<file path="config.mk">
export PLATFORM = sky130hd
export DESIGN_NAME = segx_queue
export DESIGN_NICKNAME = d
export VERILOG_FILES = /design/src/hw/rtl/segx_pkg.sv /design/src/hw/rtl/segx_queue.sv
export SDC_FILE = /design/constraint.sdc
export NUM_CORES = 1
export LEC_CHECK = 0
export BUFFER_PORTS_ARGS = -buffer_cell sky130_fd_sc_hd__buf_2
export CAP_MARGIN = 25
export CORE_ASPECT_RATIO = 0.75
export CORE_MARGIN = 2
export CORE_UTILIZATION = 60
export DETAILED_ROUTE_END_ITERATION = 10
export PLACE_DENSITY_LB_ADDON = 0.3
export SYNTH_ARGS = -nofsm -noshare
export SYNTH_HDL_FRONTEND = slang
export SYNTH_SLANG_ARGS = --single-unit
</file>
<file path="constraint.sdc">
create_clock -name i_clk -period 12.3 [get_ports i_clk]
set_input_delay 0.615 -clock i_clk [delete_from_list [all_inputs] [get_ports i_clk]]
set_output_delay 0.615 -clock i_clk [all_outputs]
set_load 0.02 [all_outputs]
</file>
<file path="src/hw/rtl/segx_pkg.sv">
// Shared types and constants for the 2D segment intersection unit.
package segx_pkg;

    localparam int COORD_WIDTH   = 24;
    localparam int FRACTION_BITS = 12;
    localparam int DELTA_WIDTH   = COORD_WIDTH + 1;
    localparam int PROD_WIDTH    = 2 * DELTA_WIDTH;
    localparam int CROSS_WIDTH   = PROD_WIDTH + 1;
    localparam int MAG_WIDTH     = CROSS_WIDTH - 1;
    localparam int THR_WIDTH     = 40;
    localparam int PARAM_FRAC    = 24;
    // signed line parameter, magnitude saturates at one plus one lsb
    localparam int PARAM_WIDTH   = PARAM_FRAC + 2;
    localparam int QUEUE_DEPTH   = 4;
    localparam int QPTR_WIDTH    = 2;
    localparam int QCNT_WIDTH    = 3;

    localparam logic [THR_WIDTH-1:0] THRESH_RESET =
        THR_WIDTH'((64'd1 << (2 * FRACTION_BITS)) / 1000);

    typedef logic signed [COORD_WIDTH-1:0] t_coord;
    typedef logic signed [DELTA_WIDTH-1:0] t_delta;
    typedef logic [MAG_WIDTH-1:0]          t_mag;
    typedef logic signed [PARAM_WIDTH-1:0] t_param;

    localparam t_param PARAM_ONE = t_param'(1) <<< PARAM_FRAC;

    typedef enum logic [1:0] {
        KIND_NONE    = 2'd0,
        KIND_POINT   = 2'd1,
        KIND_SEGMENT = 2'd2
    } t_kind;

    typedef enum logic [1:0] {
        MODE_DONE    = 2'd0,
        MODE_CROSS   = 2'd1,
        MODE_OVERLAP = 2'd2
    } t_mode;

    // travels beside the divider
    typedef struct packed {
        t_mode  mode;
        t_kind  kind;
        t_coord base_x;
        t_coord base_y;
        t_delta delta_x;
        t_delta delta_y;
    } t_side;

    typedef struct packed {
        t_side side;
        t_mag  num0;
        t_mag  num1;
        t_mag  den;
        logic  neg0;
        logic  neg1;
        logic  sat0;
        logic  sat1;
    } t_job;

endpackage

</file>
<file path="src/hw/rtl/segx_queue.sv">
// Short job queue between front end and back end.
module segx_queue (
    input  logic           i_clk,
    input  logic           i_rst_n,
    input  logic           i_push,
    input  segx_pkg::t_job i_job,
    input  logic           i_pop,
    output segx_pkg::t_job o_job,
    output logic           o_valid,
    output logic           o_full
);

    segx_pkg::t_job                    r_mem [segx_pkg::QUEUE_DEPTH];
    logic [segx_pkg::QPTR_WIDTH-1:0]   r_wr_ptr, r_rd_ptr;
    logic [segx_pkg::QCNT_WIDTH-1:0]   r_count;

    always_ff @(posedge i_clk) begin
        if (!i_rst_n) begin
            r_wr_ptr <= '0;
            r_rd_ptr <= '0;
            r_count  <= '0;
        end else begin
            if (i_push) r_wr_ptr <= r_wr_ptr + 1'b1;
            if (i_pop)  r_rd_ptr <= r_rd_ptr + 1'b1;
            r_count <= r_count + segx_pkg::QCNT_WIDTH'(i_push)
                               - segx_pkg::QCNT_WIDTH'(i_pop);
        end
    end

    always_ff @(posedge i_clk) begin
        if (i_push) r_mem[r_wr_ptr] <= i_job;
    end

    assign o_job   = r_mem[r_rd_ptr];
    assign o_valid = (r_count != '0);
    assign o_full  = (r_count == segx_pkg::QCNT_WIDTH'(segx_pkg::QUEUE_DEPTH));

`ifndef ASSERT_OFF
    a_no_push_full: assert property (@(posedge i_clk) disable iff (!i_rst_n)
        i_push |-> !o_full) else $error("queue push while full");
    a_no_pop_empty: assert property (@(posedge i_clk) disable iff (!i_rst_n)
        i_pop |-> o_valid) else $error("queue pop while empty");
    a_count_bound: assert property (@(posedge i_clk) disable iff (!i_rst_n)
        r_count <= segx_pkg::QCNT_WIDTH'(segx_pkg::QUEUE_DEPTH))
        else $error("queue count above depth");
`endif

endmodule

</file>
==> metrics.csv <==
stage,metric,value,unit
global_route,largest net degree at the start of global routing,122,
cts,Root Buffer,clkbuf_16,
cts,Clock Tree Buf Depth,3,
drt,number of detailed-route iterations in the first pass,5,
final_layout,fillers,3440,
floorplan,I/O pins,518,
drt,DR iter-0 viols,1295,
drt,final WL,75700,µm
yosys,Netlist Area Pre-Place,37600,µm²
yosys,Syn Nets,1647,
global_route,Tot GR Track Use,23.5,%
worst_setup_path,RR Startpoint,r_wr_ptr[0],
worst_setup_path,CP arrival,4110,ps
yosys,"area leader, netlist",edfxtp_1,
global_route,initial antenna violation count,27,
drt,Vias,16900,
placed_design,Placer Congestion,0.847,
yosys,top_reg_cell synth,edfxtp_1,
yosys,area share of the leading cell type in the synthesized netlist,81.7,%
final_layout,"Design Area, Final",44000,µm²
yosys,asr flop ratio synth,0,%
yosys,Syn. warnings,0,
run_status,status,"finished, final reports clean",
cts,CTS sink count,1033,
sta,RSZ-0062 raised after global routing,false,
yosys,number of synthesized register bits,1033,
cts,hold-fix buffers at CTS,0,
global_route,first-pass GRT wire length,112000,µm
cts,clock-pin slew on the worst setup and hold paths,70,ps
yosys,Area contributors post-synth,"edfxtp_1 82%, mux4_2 15%, buf_12 1.2%",
yosys,most common cell in the netlist,edfxtp_1,
final_layout,Final #Nets,2228,
cts,worst-skew pair later-pin latency,650,ps
floorplan,Initial Utilization,60.7,%
floorplan,die area,64800,µm²
sta,Setup TNS,0,ps
sta,Pins Over Slew Limit,0,
floorplan,core footprint,62000,µm²
yosys,cells after synthesis,1380,
yosys,number of synthesized flops with an enable pin,1024,
sta,Slew headroom,30.4,%
yosys,Post-synth top cells,"1024 x edfxtp_1, 256 x mux4_2, 25 x buf_2",
final_layout,area growth from synthesis to layout,17.0,%
worst_setup_path,CP startpoint kind,flip-flop,
sta,clk_skew,24.2,ps
sta,Final period util,38.4,%
sta,Worst Tran Pin Value,1040,ps
yosys,Syn Area/Cell,27.3,µm²
power_and_ir_drop,worst vdd rail ir drop,0.000191,V
cts,TritonCTS Buffers,91,
placed_design,I/O Buffers,517,
yosys,Yosys cell types,23,
power_and_ir_drop,Cell Pwr Density,175,nW/µm²
global_route,gr ovfl total,0,
drt,Routed WL per cell,26.5,µm
worst_setup_path,"Req. time, crit path",11690,ps
cts,TritonCTS clock tree,yes,
floorplan,Die Height,221,µm
power_and_ir_drop,leakage,14.7,nW
flow_run,max_cap viols,0,
worst_setup_path,slack of the worst reg-to-reg path,8790,ps
drt,Post-route DRC,0,
global_route,vias in the first global route,17700,
floorplan,width of the die,293,µm
worst_hold_path,Worst Hold Class,in2reg,
cts,post_cts resized,0,
yosys,"Seq/Total Area, Yosys",82.2,%
cts,htree depth,3,
worst_setup_path,r2r endpoint,r_mem[1][60],
sta,Final Hold Fails,0,
cts,Post-CTS Repair Setup Buffers,0,
drt,Vias/cell,5.89,
worst_setup_path,R2R depth,4,
worst_setup_path,worst-path fanout max,46,
sta,Setup-failing EPs final,0,
drt,Final ANT Viol Nets,0,
worst_setup_path,Critical Path End,o_job[10],
worst_setup_path,Crit. End Element,output port,
sta,FMAX,0.212,GHz
sta,Hold WS,176,ps
worst_setup_path,Setup CP Type,reg2out,
final_layout,ratio of cells with drive above 1 in the final layout,46.3,%
sta,Tmin final,4720,ps
placed_design,placed cell areas,40800,µm²
floorplan,# rows,79,
placed_design,post-detail-place hpwl,44200,µm
-- state kept, by name, summed over array words and instances, names as in the netlist, named ones only --
register	count
r_count	3
r_mem	1024
r_rd_ptr	2
r_wr_ptr	2
-- critical path, stage by stage, from the launching register on --
cell and delay (ps):
dfxtp_4 900, buf_4 820, buf_4 800, mux4_2 650, buf_2 190
-- cell type report --
class | count | area [µm²] | area share, %
diodes | 16 | 40.0 | 0.0910
repair buffers | 545 | 2990 | 6.79
inverters | 7 | 26.3 | 0.0597
flip-flops and latches | 1033 | 30900 | 70.3
clock inverters | 53 | 561 | 1.27
multi-input cells | 283 | 6010 | 13.7
well taps | 810 | 1010 | 2.30
clock buffers | 116 | 2430 | 5.53
-- routing by layer --
| metal | wire length [µm] | vias to the layer above | global-route usage (%) |
|---|---|---|---|
| met2 | 39100 | 679 | 38.8 |
| met4 | 1930 | 32 | 7.36 |
| met1 | 28000 | 8820 | 30.2 |
| met3 | 6510 | 143 | 7.34 |
| met5 | 220 | - | 0 |
| li1 | - | 7194 | - |
-- layout by cell type (no fill, tap or decap), types with 2 or more instances in the layout --
cell | Yosys | routed
clkbuf_16 | 0 | 92
and2_4 | 0 | 4
buf_2 | 25 | 517
ha_1 | 6 | 6
buf_16 | 0 | 9
nor2_1 | 5 | 5
xnor2_1 | 2 | 2
clkbuf_1 | 2 | 20
dfxtp_1 | 9 | 7
diode_2 | 0 | 16
clkbuf_8 | 0 | 4
buf_4 | 1 | 18
edfxtp_1 | 1024 | 1024
dfxtp_4 | 0 | 2
mux4_2 | 256 | 256
inv_1 | 7 | 7
clkinv_2 | 0 | 19
clkinv_1 | 0 | 14
clkinv_16 | 0 | 3
bufinv_16 | 0 | 8
and2_1 | 6 | 2
clkinvlp_4 | 0 | 6
-- cell families after synthesis --
family	after synthesis	share of synthesized area [%]
AOI/OAI and AO/OA	2	0.0399
adders and majority gates	7	0.253
DFF	1033	82.2
buffers and inverters	64	1.85
xor gates and xnor gates	3	0.110
muxes	257	15.3
and+or+nand+nor	14	0.203
-- report_power, final --
part | total, mW | internal [mW] | switching [mW] | leakage (nW)
Clock | 2.82 | 1.58 | 1.23 | 1.45
Sequential | 4.10 | 4.05 | 0.0551 | 9.48
Combinational | 0.802 | 0.321 | 0.481 | 3.79
Total | 7.72 | 5.95 | 1.77 | 14.7
-- through the flow --
step	std cells	setup slack (ps)	power (mW)	util [%]
after floorplan	1380	5250	4.74	-
after global placement	2669	8120	4.95	65.7
after detailed placement	2671	8070	4.98	65.8
after CTS	2840	7350	7.78	70.6
after global routing	2856	7090	7.97	71.0
final	2863	7580	7.72	71.0
-- worst min-delay path by stage --
stage                     cells after the start       endpoint   startpoint
after floorplan                               2      flip-flop  r_rd_ptr[1]
after global placement                        2      flip-flop  r_rd_ptr[0]
after detailed placement                      2      flip-flop  r_rd_ptr[0]
after CTS                                     1  r_mem[2][178]   i_job[178]
after global routing                          1  r_mem[3][135]   i_job[135]
final                                         1  r_mem[0][185]   i_job[185]
Note: power is estimated with default switching activity, not from simulation.
